$ cat config.mk
export PLATFORM = sky130hd
export DESIGN_NAME = fisr_fsub
export DESIGN_NICKNAME = d
export VERILOG_FILES = /design/src/hdl/fisr_pkg.sv /design/src/hdl/fisr_fsub.sv
export SDC_FILE = /design/constraint.sdc
export NUM_CORES = 1
export LEC_CHECK = 0
export BUFFER_PORTS_ARGS = -buffer_cell sky130_fd_sc_hd__buf_2
export CAP_MARGIN = 20
export CORE_ASPECT_RATIO = 0.8
export CORE_MARGIN = 5
export CORE_UTILIZATION = 35
export CTS_BUF_LIST = sky130_fd_sc_hd__clkbuf_16
export CTS_CLUSTER_DIAMETER = 100
export DETAILED_ROUTE_END_ITERATION = 10
export PLACE_DENSITY_LB_ADDON = 0.3
export SYNTH_ARGS = -nofsm -noshare
export SYNTH_HDL_FRONTEND = slang
export SYNTH_SLANG_ARGS = --single-unit
$ cat constraint.sdc
create_clock -name i_clk -period 12.06 [get_ports i_clk]
set_clock_uncertainty 0.2 [all_clocks]
set_input_delay 2.412 -clock i_clk [delete_from_list [all_inputs] [get_ports i_clk]]
set_output_delay 2.412 -clock i_clk [all_outputs]
set_load 0.01 [all_outputs]
$ cat src/hdl/fisr_pkg.sv
`timescale 1ns / 1ps
// ============================================================================
// fisr_pkg
// Shared constants, types and helper functions for the reciprocal square
// root pipeline.
// ============================================================================
package fisr_pkg;

    localparam logic [31:0] RSQRT_MAGIC = 32'h5f37_59df;
    localparam logic [31:0] FP_ONE_HALF = 32'h3fc0_0000;  // 1.5
    localparam logic [31:0] FP_QNAN     = 32'h7fc0_0000;
    localparam logic [7:0]  EXP_MAX     = 8'hff;
    localparam int          TAG_W       = 33;             // {positive, guess}

    typedef struct packed {
        logic             vld;
        logic [TAG_W-1:0] tag;
    } t_side;

    function automatic logic [5:0] lzc48(input logic [47:0] v);
        logic [5:0] n;
        logic       hit;
        n   = 6'd48;
        hit = 1'b0;
        for (int i = 47; i >= 0; i--) begin
            if (!hit && v[i]) begin
                n   = 6'(47 - i);
                hit = 1'b1;
            end
        end
        return n;
    endfunction

    function automatic logic [4:0] lzc28(input logic [27:0] v);
        logic [4:0] n;
        logic       hit;
        n   = 5'd28;
        hit = 1'b0;
        for (int i = 27; i >= 0; i--) begin
            if (!hit && v[i]) begin
                n   = 5'(27 - i);
                hit = 1'b1;
            end
        end
        return n;
    endfunction

endpackage

$ cat src/hdl/fisr_fsub.sv
`timescale 1ns / 1ps
// ============================================================================
// fisr_fsub
// Three-stage single-precision subtractor a - b, round to nearest even,
// subnormals kept. A sideband word travels with each operand pair.
// ============================================================================
module fisr_fsub
    import fisr_pkg::*;
(
    input  logic        i_clk,
    input  logic        i_rst_n,
    input  t_side       i_side,
    input  logic [31:0] i_a,
    input  logic [31:0] i_b,
    output t_side       o_side,
    output logic [31:0] o_d
);

    // stage 1: swap, align, add or subtract
    t_side        r1_side;
    logic [27:0]  r1_sum;
    logic [7:0]   r1_ex;
    logic         r1_sign, r1_inf, r1_isign, r1_nan;

    logic [31:0]  n_nb, n_x, n_y;
    logic [7:0]   n_ex, n_ey, n_dexp;
    logic [23:0]  n_sx, n_sy;
    logic [26:0]  n_my;
    logic         n_sty, n_sub, n_ainf, n_binf;

    always_comb begin
        n_nb  = {~i_b[31], i_b[30:0]};
        if (i_a[30:0] >= n_nb[30:0]) begin
            n_x = i_a;
            n_y = n_nb;
        end else begin
            n_x = n_nb;
            n_y = i_a;
        end
        n_ex   = (n_x[30:23] == 8'd0) ? 8'd1 : n_x[30:23];
        n_ey   = (n_y[30:23] == 8'd0) ? 8'd1 : n_y[30:23];
        n_sx   = {|n_x[30:23], n_x[22:0]};
        n_sy   = {|n_y[30:23], n_y[22:0]};
        n_dexp = n_ex - n_ey;
        if (n_dexp >= 8'd27) begin
            n_my  = 27'd0;
            n_sty = |n_sy;
        end else begin
            n_my  = {n_sy, 3'b000} >> n_dexp[4:0];
            n_sty = |({n_sy, 3'b000} & ((27'd1 << n_dexp[4:0]) - 27'd1));
        end
        n_my[0] = n_my[0] | n_sty;
        n_sub   = n_x[31] ^ n_y[31];
        n_ainf  = (i_a[30:23] == EXP_MAX) && (i_a[22:0] == 23'd0);
        n_binf  = (n_nb[30:23] == EXP_MAX) && (n_nb[22:0] == 23'd0);
    end

    always_ff @(posedge i_clk) begin
        if (!i_rst_n) begin
            r1_side.vld <= 1'b0;
        end else begin
            r1_side.vld <= i_side.vld;
        end
        r1_side.tag <= i_side.tag;
        r1_sum      <= n_sub ? ({1'b0, n_sx, 3'b000} - {1'b0, n_my})
                             : ({1'b0, n_sx, 3'b000} + {1'b0, n_my});
        r1_ex       <= n_ex;
        r1_sign     <= n_x[31];
        r1_inf      <= n_ainf | n_binf;
        r1_isign    <= n_ainf ? i_a[31] : n_nb[31];
        r1_nan      <= ((i_a[30:23] == EXP_MAX) && (i_a[22:0] != 23'd0))
                     | ((i_b[30:23] == EXP_MAX) && (i_b[22:0] != 23'd0))
                     | (n_ainf & n_binf & (i_a[31] != n_nb[31]));
    end

    // stage 2: leading zero count
    t_side        r2_side;
    logic [27:0]  r2_sum;
    logic [7:0]   r2_ex;
    logic [4:0]   r2_lz;
    logic         r2_sign, r2_inf, r2_isign, r2_nan;

    always_ff @(posedge i_clk) begin
        if (!i_rst_n) begin
            r2_side.vld <= 1'b0;
        end else begin
            r2_side.vld <= r1_side.vld;
        end
        r2_side.tag <= r1_side.tag;
        r2_sum      <= r1_sum;
        r2_ex       <= r1_ex;
        r2_lz       <= lzc28(r1_sum);
        r2_sign     <= r1_sign;
        r2_inf      <= r1_inf;
        r2_isign    <= r1_isign;
        r2_nan      <= r1_nan;
    end

    // stage 3: normalize, round, pack
    t_side        r3_side;
    logic [31:0]  r3_d;

    logic [26:0]  n_m;
    logic [9:0]   n_e;
    logic [4:0]   n_ls;
    logic [23:0]  n_sig;
    logic         n_rnd;
    logic [7:0]   n_expf;
    logic [30:0]  n_mag;
    logic [31:0]  n_res;

    always_comb begin
        n_ls = 5'd0;
        if (r2_sum[27]) begin
            n_m    = r2_sum[27:1];
            n_m[0] = r2_sum[1] | r2_sum[0];
            n_e    = {2'b00, r2_ex} + 10'd1;
        end else begin
            if ({3'b000, r2_lz} - 8'd1 < r2_ex) begin
                n_ls = r2_lz - 5'd1;
            end else begin
                n_ls = 5'(r2_ex - 8'd1);
            end
            n_m = r2_sum[26:0] << n_ls;
            n_e = {2'b00, r2_ex} - {5'd0, n_ls};
        end
        n_sig  = n_m[26:3];
        n_rnd  = n_m[2] & (n_m[1] | n_m[0] | n_sig[0]);
        n_expf = n_sig[23] ? n_e[7:0] : 8'd0;
        n_mag  = {n_expf, n_sig[22:0]} + {30'd0, n_rnd};
        if (r2_nan) begin
            n_res = FP_QNAN;
        end else if (r2_inf) begin
            n_res = {r2_isign, EXP_MAX, 23'd0};
        end else if (r2_sum == 28'd0) begin
            n_res = 32'd0;
        end else if (n_e >= 10'd255) begin
            n_res = {r2_sign, EXP_MAX, 23'd0};
        end else begin
            n_res = {r2_sign, n_mag};
        end
    end

    always_ff @(posedge i_clk) begin
        if (!i_rst_n) begin
            r3_side.vld <= 1'b0;
        end else begin
            r3_side.vld <= r2_side.vld;
        end
        r3_side.tag <= r2_side.tag;
        r3_d        <= n_res;
    end

    assign o_side = r3_side;
    assign o_d    = r3_d;

endmodule

==> metrics.yaml <==
startpoint_type: "input pin"
track_usage: 0.2112
place_ws_ns: 0.6415
cp_slowest_cell: "o21ai_0"
postSynthCellCount: 1909
hold_violations: 0
gp_congestion: 1.011
startpoint: "i_b[8]"
crit_path_end_kind: "flop"
wire_per_inst_um: 20.44
ir_drop_mv: 0.1747
hold_buffers: 0
antenna_found_initial: 0
syn_area_per_cell_sq_um: 8.001
clock-sinks: 219
r2r_end: "o_d[25]"
avgViaCountPerCell: 5.851
diodes: 0
netlist_area_sq_um: 15270
fin_crit_sh: 0.9224
layout.nets: 2242
postRouteAntennaNets: 0
io_pins: 166
synth_seq_area_share: 0.2870
slew_headroom: 0.1995
post-route-cell-area_sq_um: 17470
cts_tree: "built"
cts_made_buffers: 22
dp_hpwl_mm: 41.96
dr.pass1.iters: 7
grt_max_degree: 47
critPathCapture: "r1_sum[25]"
die_area_sq_um: 47950
path_class: "in -> reg"
grt_pass1_wl_mm: 83.32
dieWidth_um: 243.6
synth-async-reset-ratio: 0
path_max_fanout: 32
fin_tns_setup_ns: 0
reg2reg_from: "r2_lz[0]"
vias: 15283
syn_nets: 2115
grt_remaining_overflow: 0
final.setup.worst_slack_ns: 0.9359
synth_edf_count: 0
cts_buffer_depth: 3
crit_top_cell: "nor2_1"
drt-total-wl_mm: 53.38
post-route-min-period_ns: 11.12
core_sq_um: 43140
io_buffers: 165
cts_setup_buffers: 0
drive_gt1_frac: 0.1603
fmax_mhz: 89.89
initial_utilization: 0.3541
drv_cap: 0
critPathMaxStageDelay_ns: 0.65
drcViolationCount: 0
worst_pin_slew_ns: 1.193
status: "complete, no violations"
worstHoldStart: "r1_sign"
powerDensity_nw_per_um2: 307.0
regArea_sq_um: 4384
cts_resized: 0
clk_pin_slew_ns: 0.06
synth_flop_cell: "dfxtp_1"
syn2layout_area_growth_pct: 14.37
fillers: 4372
ys_types: 98
hold_class: "reg -> reg"
leakage_nw: 7.631
reg2reg_depth: 25
rsz0062_at_grt: "false"
clk_latency_ns: 0.51
cp_data_required_time_ns: 12.30
row_count: 68
grt_pass1_vias: 14348
slew_viol_final: 0
ys_seq_elements: 219
setup-violations-final: 0
drt_iter0_drc: 1673
cts_max_level: 1
cts_root_buffer: "clkbuf_16"
die_h_um: 196.9
ys_warn_count: 0
multi_input_area_sq_um: 10110
reg2reg_setup_slack_ns: 3.28
dpl_cell_area_sq_um: 16760
worstPathArrival_ns: 11.36
[where the power goes]
group          switching [mW]  internal [mW]
combinational            2.22           1.41
sequential              0.169          0.910
clock                   0.279          0.379
total                    2.67           2.69
[stage by stage]
stage | hold slack (ns) | total power, mW | util | instances
2_1_floorplan | 0.1096 | 3.690 | - | 1909
3_3_place_gp | 0.1099 | 4.612 | 0.3885 | 2572
3_5_place_dp | 0.1121 | 4.634 | 0.3885 | 2572
4_1_cts | 0.1220 | 5.315 | 0.4050 | 2612
5_1_grt | 0.1276 | 5.773 | 0.4050 | 2612
6_report | 0.1208 | 5.362 | 0.4050 | 2612
[registers in the layout, summed over array words and instances (netlist names), 5 cells and up]
register  cells
r1_ex         8
r1_sum       28
o_side       34
r2_side      34
o_d          32
r2_ex         8
r2_sum       28
r1_side      34
r2_lz         5
[placed cells by master (no fill, tap or decap), types with 9 or more instances in the layout]
cell type    n
a221oi_1    10
o21ai_0    120
a211oi_1    27
a21oi_1    120
xor2_1      17
nand3_1     38
nor3_1      55
a21o_1      21
buf_4       41
ha_1       103
nor4_1      30
o211ai_1    21
o31ai_1     12
and3_1      15
a311oi_1    14
mux2i_1     53
and2_1      15
a31oi_1     17
nand2_1    234
dfxtp_1    219
o21bai_1    14
or2_2        9
o21a_1      11
mux4_2      31
nand2b_1    24
nor2_1     168
inv_1      106
a22oi_1     19
buf_2      165
xnor2_1     47
nor2b_1     15
o22ai_1      9
or3_1       16
nand4_1     32
clkbuf_16   22
[worst min path at each step]
| stage | end | slack [ns] | cells after the start |
|---|---|---|---|
| 2_1_floorplan | o_side[0] | 0.11 | 0 |
| 3_3_place_gp | r2_side[24] | 0.11 | 0 |
| 3_5_place_dp | o_side[16] | 0.11 | 0 |
| 4_1_cts | r2_sign | 0.12 | 0 |
| 5_1_grt | r2_sign | 0.13 | 0 |
| 6_report | r2_sign | 0.12 | 0 |
[kinds of logic after synthesis]
logic type,count (synthesis),share of synthesized area
muxes,89,0.08413
DFF,219,0.2870
AOI/OAI and AO/OA,527,0.2326
buffers and inverters,213,0.05480
adders and majority gates,106,0.08830
xor gates and xnor gates,69,0.03956
and+or+nand+nor,686,0.2136
[Yosys cell counts (all sizes together) (29+ instances only)]
cell    instances  share of area
nor3           56          0.019
nand2         236          0.058
o21ai         126          0.041
a21oi         120          0.039
ha            103          0.084
nor2          172          0.043
nand3          38          0.012
a211oi         29          0.015
mux2i          53          0.035
dfxtp         219           0.29
inv           107          0.026
nand4          32          0.013
clkbuf         80          0.020
xnor2          50          0.029
mux4           31          0.046
nor4           32          0.014
[critical path, delay by kind of cell]
kind,cells,cell delay (ns)
and+or+nand+nor,9,1.34
AOI/OAI and AO/OA,18,4.60
xor gates and xnor gates,2,0.56
adders and majority gates,4,1.33
buffers and inverters,6,1.07
[metal layers]
layer	share of wire	global-route usage	vias to the layer above
li1	-	-	7212
met1	0.44	0.2981	7251
met2	0.45	0.3398	706
met3	0.084	0.03416	114
met4	0.027	0.05327	0
met5	0	0	-
[cell type report]
| cell class | count | share of cell area |
|---|---|---|
| Inverter | 109 | 0.02342 |
| Tap cell | 560 | 0.04011 |
| Timing Repair Buffer | 207 | 0.06604 |
| Clock buffer | 22 | 0.03151 |
| Multi-Input combinational cell | 1477 | 0.5789 |
| Clock inverter | 18 | 0.009096 |
| Sequential cell | 219 | 0.2510 |
Note: power is estimated with default switching activity, not from simulation.
