**src/hdl/fisr_pkg.sv**
```systemverilog
`timescale 1ns / 1ps
// ============================================================================
// fisr_pkg
// Shared constants, types and helper functions for the reciprocal square
// root pipeline.
// ============================================================================
package fisr_pkg;

    localparam logic [31:0] RSQRT_MAGIC = 32'h5f37_59df;
    localparam logic [31:0] FP_ONE_HALF = 32'h3fc0_0000;  // 1.5
    localparam logic [31:0] FP_QNAN     = 32'h7fc0_0000;
    localparam logic [7:0]  EXP_MAX     = 8'hff;
    localparam int          TAG_W       = 33;             // {positive, guess}

    typedef struct packed {
        logic             vld;
        logic [TAG_W-1:0] tag;
    } t_side;

    function automatic logic [5:0] lzc48(input logic [47:0] v);
        logic [5:0] n;
        logic       hit;
        n   = 6'd48;
        hit = 1'b0;
        for (int i = 47; i >= 0; i--) begin
            if (!hit && v[i]) begin
                n   = 6'(47 - i);
                hit = 1'b1;
            end
        end
        return n;
    endfunction

    function automatic logic [4:0] lzc28(input logic [27:0] v);
        logic [4:0] n;
        logic       hit;
        n   = 5'd28;
        hit = 1'b0;
        for (int i = 27; i >= 0; i--) begin
            if (!hit && v[i]) begin
                n   = 5'(27 - i);
                hit = 1'b1;
            end
        end
        return n;
    endfunction

endpackage

```
**src/hdl/fisr_fmul.sv**
```systemverilog
`timescale 1ns / 1ps
// ============================================================================
// fisr_fmul
// Four-stage single-precision multiplier, round to nearest even, subnormals
// kept. A sideband word travels with each operand pair.
// ============================================================================
module fisr_fmul
    import fisr_pkg::*;
(
    input  logic        i_clk,
    input  logic        i_rst_n,
    input  t_side       i_side,
    input  logic [31:0] i_a,
    input  logic [31:0] i_b,
    output t_side       o_side,
    output logic [31:0] o_p
);

    // stage 1: significand product
    t_side               r1_side;
    logic [47:0]         r1_p;
    logic signed [10:0]  r1_e0;
    logic                r1_sign, r1_inf, r1_zero, r1_nan;

    logic [23:0]         n_sa, n_sb;
    logic signed [10:0]  n_ea, n_eb;
    logic                n_ainf, n_binf, n_anan, n_bnan, n_azero, n_bzero;

    always_comb begin
        n_sa    = {|i_a[30:23], i_a[22:0]};
        n_sb    = {|i_b[30:23], i_b[22:0]};
        n_ea    = (i_a[30:23] == 8'd0) ? 11'sd1 : $signed({3'b000, i_a[30:23]});
        n_eb    = (i_b[30:23] == 8'd0) ? 11'sd1 : $signed({3'b000, i_b[30:23]});
        n_ainf  = (i_a[30:23] == EXP_MAX) && (i_a[22:0] == 23'd0);
        n_binf  = (i_b[30:23] == EXP_MAX) && (i_b[22:0] == 23'd0);
        n_anan  = (i_a[30:23] == EXP_MAX) && (i_a[22:0] != 23'd0);
        n_bnan  = (i_b[30:23] == EXP_MAX) && (i_b[22:0] != 23'd0);
        n_azero = (i_a[30:0] == 31'd0);
        n_bzero = (i_b[30:0] == 31'd0);
    end

    always_ff @(posedge i_clk) begin
        if (!i_rst_n) begin
            r1_side.vld <= 1'b0;
        end else begin
            r1_side.vld <= i_side.vld;
        end
        r1_side.tag <= i_side.tag;
        r1_p        <= n_sa * n_sb;
        r1_e0       <= n_ea + n_eb - 11'sd126;
        r1_sign     <= i_a[31] ^ i_b[31];
        r1_inf      <= n_ainf | n_binf;
        r1_zero     <= n_azero | n_bzero;
        r1_nan      <= n_anan | n_bnan | (n_ainf & n_bzero) | (n_binf & n_azero);
    end

    // stage 2: leading zero count
    t_side               r2_side;
    logic [47:0]         r2_p;
    logic signed [10:0]  r2_e0;
    logic [5:0]          r2_lz;
    logic                r2_sign, r2_inf, r2_zero, r2_nan;

    always_ff @(posedge i_clk) begin
        if (!i_rst_n) begin
            r2_side.vld <= 1'b0;
        end else begin
            r2_side.vld <= r1_side.vld;
        end
        r2_side.tag <= r1_side.tag;
        r2_p        <= r1_p;
        r2_e0       <= r1_e0;
        r2_lz       <= lzc48(r1_p);
        r2_sign     <= r1_sign;
        r2_inf      <= r1_inf;
        r2_zero     <= r1_zero;
        r2_nan      <= r1_nan;
    end

    // stage 3: normalize or denormalize
    t_side               r3_side;
    logic [47:0]         r3_m;
    logic                r3_st;
    logic signed [10:0]  r3_ef;
    logic                r3_sign, r3_inf, r3_zero, r3_nan;

    logic signed [10:0]  n_e1, n_d, n_ef;
    logic [47:0]         n_m;
    logic                n_st;
    logic [10:0]         n_rs;
    logic [63:0]         n_pw;

    always_comb begin
        n_e1 = r2_e0 - $signed({5'b00000, r2_lz});
        n_d  = r2_e0 - 11'sd1;
        n_rs = 11'(-n_d);
        n_pw = {16'd0, r2_p};
        n_st = 1'b0;
        n_ef = 11'sd1;
        if (n_e1 >= 11'sd1) begin
            n_m  = r2_p << r2_lz;
            n_ef = n_e1;
        end else if (n_d >= 11'sd0) begin
            n_m  = r2_p << n_d[5:0];
        end else if (n_rs > 11'd48) begin
            n_m  = 48'd0;
            n_st = |r2_p;
        end else begin
            n_m  = r2_p >> n_rs[5:0];
            n_st = |(n_pw & ((64'd1 << n_rs[5:0]) - 64'd1));
        end
    end

    always_ff @(posedge i_clk) begin
        if (!i_rst_n) begin
            r3_side.vld <= 1'b0;
        end else begin
            r3_side.vld <= r2_side.vld;
        end
        r3_side.tag <= r2_side.tag;
        r3_m        <= n_m;
        r3_st       <= n_st;
        r3_ef       <= n_ef;
        r3_sign     <= r2_sign;
        r3_inf      <= r2_inf;
        r3_zero     <= r2_zero;
        r3_nan      <= r2_nan;
    end

    // stage 4: round and pack
    t_side        r4_side;
    logic [31:0]  r4_p;

    logic [23:0]  n_sig;
    logic         n_rnd;
    logic [7:0]   n_expf;
    logic [30:0]  n_mag;
    logic [31:0]  n_res;

    always_comb begin
        n_sig  = r3_m[47:24];
        n_rnd  = r3_m[23] & ((|r3_m[22:0]) | r3_st | n_sig[0]);
        n_expf = n_sig[23] ? r3_ef[7:0] : 8'd0;
        n_mag  = {n_expf, n_sig[22:0]} + {30'd0, n_rnd};
        if (r3_nan) begin
            n_res = FP_QNAN;
        end else if (r3_inf || r3_ef >= 11'sd255) begin
            n_res = {r3_sign, EXP_MAX, 23'd0};
        end else if (r3_zero) begin
            n_res = {r3_sign, 31'd0};
        end else begin
            n_res = {r3_sign, n_mag};
        end
    end

    always_ff @(posedge i_clk) begin
        if (!i_rst_n) begin
            r4_side.vld <= 1'b0;
        end else begin
            r4_side.vld <= r3_side.vld;
        end
        r4_side.tag <= r3_side.tag;
        r4_p        <= n_res;
    end

    assign o_side = r4_side;
    assign o_p    = r4_p;

endmodule

```
**config.mk**
```make
export PLATFORM = sky130hd
export DESIGN_NAME = fisr_fmul
export DESIGN_NICKNAME = d
export VERILOG_FILES = /design/src/hdl/fisr_pkg.sv /design/src/hdl/fisr_fmul.sv
export SDC_FILE = /design/constraint.sdc
export NUM_CORES = 2
export LEC_CHECK = 0
export CELL_PAD_IN_SITES_DETAIL_PLACEMENT = 1
export CELL_PAD_IN_SITES_GLOBAL_PLACEMENT = 2
export CORE_MARGIN = 2
export CORE_UTILIZATION = 28
export DETAILED_ROUTE_END_ITERATION = 8
export DONT_BUFFER_PORTS = 1
export MAX_ROUTING_LAYER = met4
export PLACE_DENSITY = 0.69
export SLEW_MARGIN = 10
export SYNTH_ARGS = -nofsm -noshare
export SYNTH_HDL_FRONTEND = slang
export SYNTH_SLANG_ARGS = --single-unit
```
**constraint.sdc**
```tcl
create_clock -name i_clk -period 10.55 [get_ports i_clk]
set_input_delay 2.11 -clock i_clk [delete_from_list [all_inputs] [get_ports i_clk]]
set_output_delay 2.11 -clock i_clk [all_outputs]
set_load 0.03 [all_outputs]
```
==> results.ini <==
[clock_network]
path_clk_slew_ns = 0.06
cts_sinks = 362
cts_setup_buffers = 0
ctsResizeCount = 0
cts.htree.levels = 2
clock_latency_ns = 0.59
ctsHoldBuffers = 0
tritoncts = built
tritoncts.num_buffers = 38
cts_root_buf = clkbuf_16
cts_buffer_depth = 3

[worst_hold_path]
hold_path_class = flip-flop to flip-flop
whs_path_depth = 0
holdCritStartpoint = r1_zero$_DFF_P_
holdPathEnd = r2_zero$_DFF_P_

[setup_path]
r2r_start = r2_e0[0]$_DFF_P_
crit_type = primary input to flip-flop
r2r_end = r3_m[41]$_DFF_P_
r2r_cells = 16
r2r_slack_ns = 3.57
end_kind = flip-flop
crit_required_ns = 11.04
worstPathArrival_ns = 9.83
worstPathMaxFanout = 23
critPathLaunchType = primary input

[synth]
avgSynthCellArea_um2 = 8.42
synth-warning-count = 0
seq_area_frac_synth = 0.189
syn_area_um2 = 38400
synth_top_flop_cell = dfxtp_1
synth_cell_type_count = 100
ys_async_sr_fraction = 0
syn_inst = 4565
synth_seq_cells = 362
synth_nets = 5352
synth_edf_count = 0

[timing]
maxSlewViolCount = 0
tightest_slew_ns = 1.06
period_needed_ns = 9.33
grt_setup_unrepaired = no
fmax_mhz = 107
period_share = 0.885
finalHoldViolations = 0
setup_viol_count_final = 0
finalSetupTns_ns = 0
finClkSkew_ns = 0.0361
max_slew_margin = 0.290

[run_status]
outcome = completed

[flow_run]
cap_violations = 0

[die]
initial_core_util = 0.283
rows = 135
dieArea_um2 = 140000
die_width_um = 375
core_um2 = 136000
ios = 166
die_y_um = 375

[detailed_routing]
vias = 32100
drcViolationCount = 0
drt-initial-drc-count = 2091
drt-pass1-iter-count = 5
finalWirelength_mm = 151
postRouteAntennaNets = 0
vias_per_cell = 5.21
wl_per_cell_um = 24.5

[placement]
gp_congestion = 0.958
port-buffer-count = 0
numPlacedInstances = 6098
dp_hpwl_mm = 115

[global_route]
gr-total-overflow = 0
grt_max_degree = 83
grt_pass1_vias = 34300
grt_usage = 0.220
grt_pass1_wl_mm = 227
antenna_found_initial = 3

[final_layout]
post-route-util = 0.304
instances_no_fill = 6168
drive_gt1_frac = 0.0563
areaGrowthSynthToFinish_pct = 7.30
fin_nets = 5144

per-stage QoR:
| step | worst slack, ns | instance area, µm² | hold slack, ns |
|---|---|---|---|
| after floorplan | 1.54 | 38400 | 0.310 |
| after global placement | 0.744 | 40000 | 0.310 |
| after detailed placement | 0.635 | 40000 | 0.313 |
| after CTS | 1.22 | 41200 | 0.325 |
| after global routing | 0.711 | 41200 | 0.330 |
| final | 1.22 | 41200 | 0.323 |
worst max path at each step:
stage                       start               end  cells past startpoint
after floorplan           i_a[29]  r1_p[46]$_DFF_P_                     25
after global placement    i_a[29]  r1_p[46]$_DFF_P_                     25
after detailed placement  i_a[29]  r1_p[46]$_DFF_P_                     25
after CTS                 i_a[29]  r1_p[46]$_DFF_P_                     25
after global routing      i_a[29]  r1_p[46]$_DFF_P_                     25
final                     i_a[29]  r1_p[46]$_DFF_P_                     25
sequential cells by signal (all words and copies together) (netlist names), 6 cells and up:
name	count
r2_side	34
r3_side	34
r2_p	48
r3_ef	11
r2_e0	10
o_side	34
r1_side	34
r3_m	48
r2_lz	6
o_p	32
r1_e0	10
r1_p	48
synth_stat cells (all sizes together), types with 6 or more instances:
| master | n | share of area |
|---|---|---|
| a221oi | 24 | 0.0061 |
| or2 | 19 | 0.0031 |
| a311oi | 9 | 0.0025 |
| or4 | 6 | 0.0013 |
| a21boi | 7 | 0.0014 |
| a31oi | 29 | 0.0047 |
| a211oi | 45 | 0.0089 |
| o21a | 28 | 0.0055 |
| buf | 50 | 0.0059 |
| a21o | 26 | 0.0051 |
| o21ai | 243 | 0.032 |
| a32oi | 12 | 0.0027 |
| ha | 203 | 0.066 |
| nor4 | 44 | 0.0072 |
| o31ai | 14 | 0.0027 |
| dfxtp | 362 | 0.19 |
| fa | 484 | 0.25 |
| nor4b | 10 | 0.0028 |
| o211ai | 22 | 0.0044 |
| xnor2 | 58 | 0.014 |
| mux4 | 32 | 0.019 |
| nor3 | 40 | 0.0058 |
| nand2b | 58 | 0.0094 |
| o2111ai | 7 | 0.0016 |
| clkbuf | 243 | 0.024 |
| and3 | 28 | 0.0046 |
| nand4 | 28 | 0.0046 |
| nand3b | 10 | 0.0020 |
| o22ai | 43 | 0.0072 |
| mux2 | 42 | 0.012 |
| o311ai | 7 | 0.0018 |
| nand3 | 68 | 0.0089 |
| inv | 541 | 0.053 |
| o21bai | 12 | 0.0023 |
| a21oi | 267 | 0.035 |
| mux2i | 96 | 0.025 |
| nor2 | 244 | 0.024 |
| or3 | 12 | 0.0020 |
| nand2 | 685 | 0.067 |
| o22a | 7 | 0.0016 |
| and2 | 260 | 0.042 |
| nor2b | 29 | 0.0047 |
| xor2 | 41 | 0.0095 |
cells in the final DEF, fill, tap and decap left out, types with 45 or more instances in the layout:
cell type / instances
nand2_1: 684
inv_1: 539
fa_1: 484
dfxtp_1: 359
a21oi_1: 264
and2_1: 260
nor2_1: 241
o21ai_0: 233
ha_1: 201
mux2i_1: 96
nand3_1: 68
nand2b_1: 58
xnor2_1: 52
buf_4: 45
area by class of cell:
type                            count  area, µm²
Tap cell                         1781       2230
Clock inverter                     17        161
Antenna cell                        1       2.50
Timing Repair Buffer               45        338
Multi-Input combinational cell   3368      28200
Inverter                          542       2030
Clock buffer                       52       1070
Fill cell                       16200      94600
Sequential cell                   362       7250
critical path: stages:
cell	delay, ns
nor4_1	0.27
nand2_1	0.34
buf_4	0.35
and2_1	0.21
ha_1	0.31
fa_1	0.53
fa_1	0.56
inv_1	0.05
fa_1	0.48
fa_1	0.47
fa_1	0.53
inv_1	0.05
fa_1	0.44
ha_1	0.34
a21o_1	0.18
a21oi_1	0.17
nor2b_1	0.07
o21a_1	0.20
o21a_1	0.19
a2111oi_0	0.65
o21bai_1	0.21
a311oi_1	0.45
o21ai_1	0.17
a311oi_1	0.34
xnor2_1	0.15
kinds of logic after synthesis:
group | share of synthesized area
simple gates | 0.193
compound gates | 0.138
buf+inv | 0.0826
fa+ha+maj | 0.318
flops | 0.189
mux | 0.0560
xor+xnor | 0.0236
other cells | 0.0000975
routing by layer:
layer / vias up / part of all wire / track usage / wire, µm
li1: 14600 / - / - / -
met2: 938 / 0.47 / 0.357 / 71300
met5: - / 0 / - / 0
met4: 0 / 0.039 / 0.0768 / 5880
met1: 16400 / 0.44 / 0.282 / 66500
met3: 227 / 0.049 / 0.0260 / 7460
Power is not shown: default switching activity piles up to over one toggle a cycle in this logic, so the estimate is an artifact.
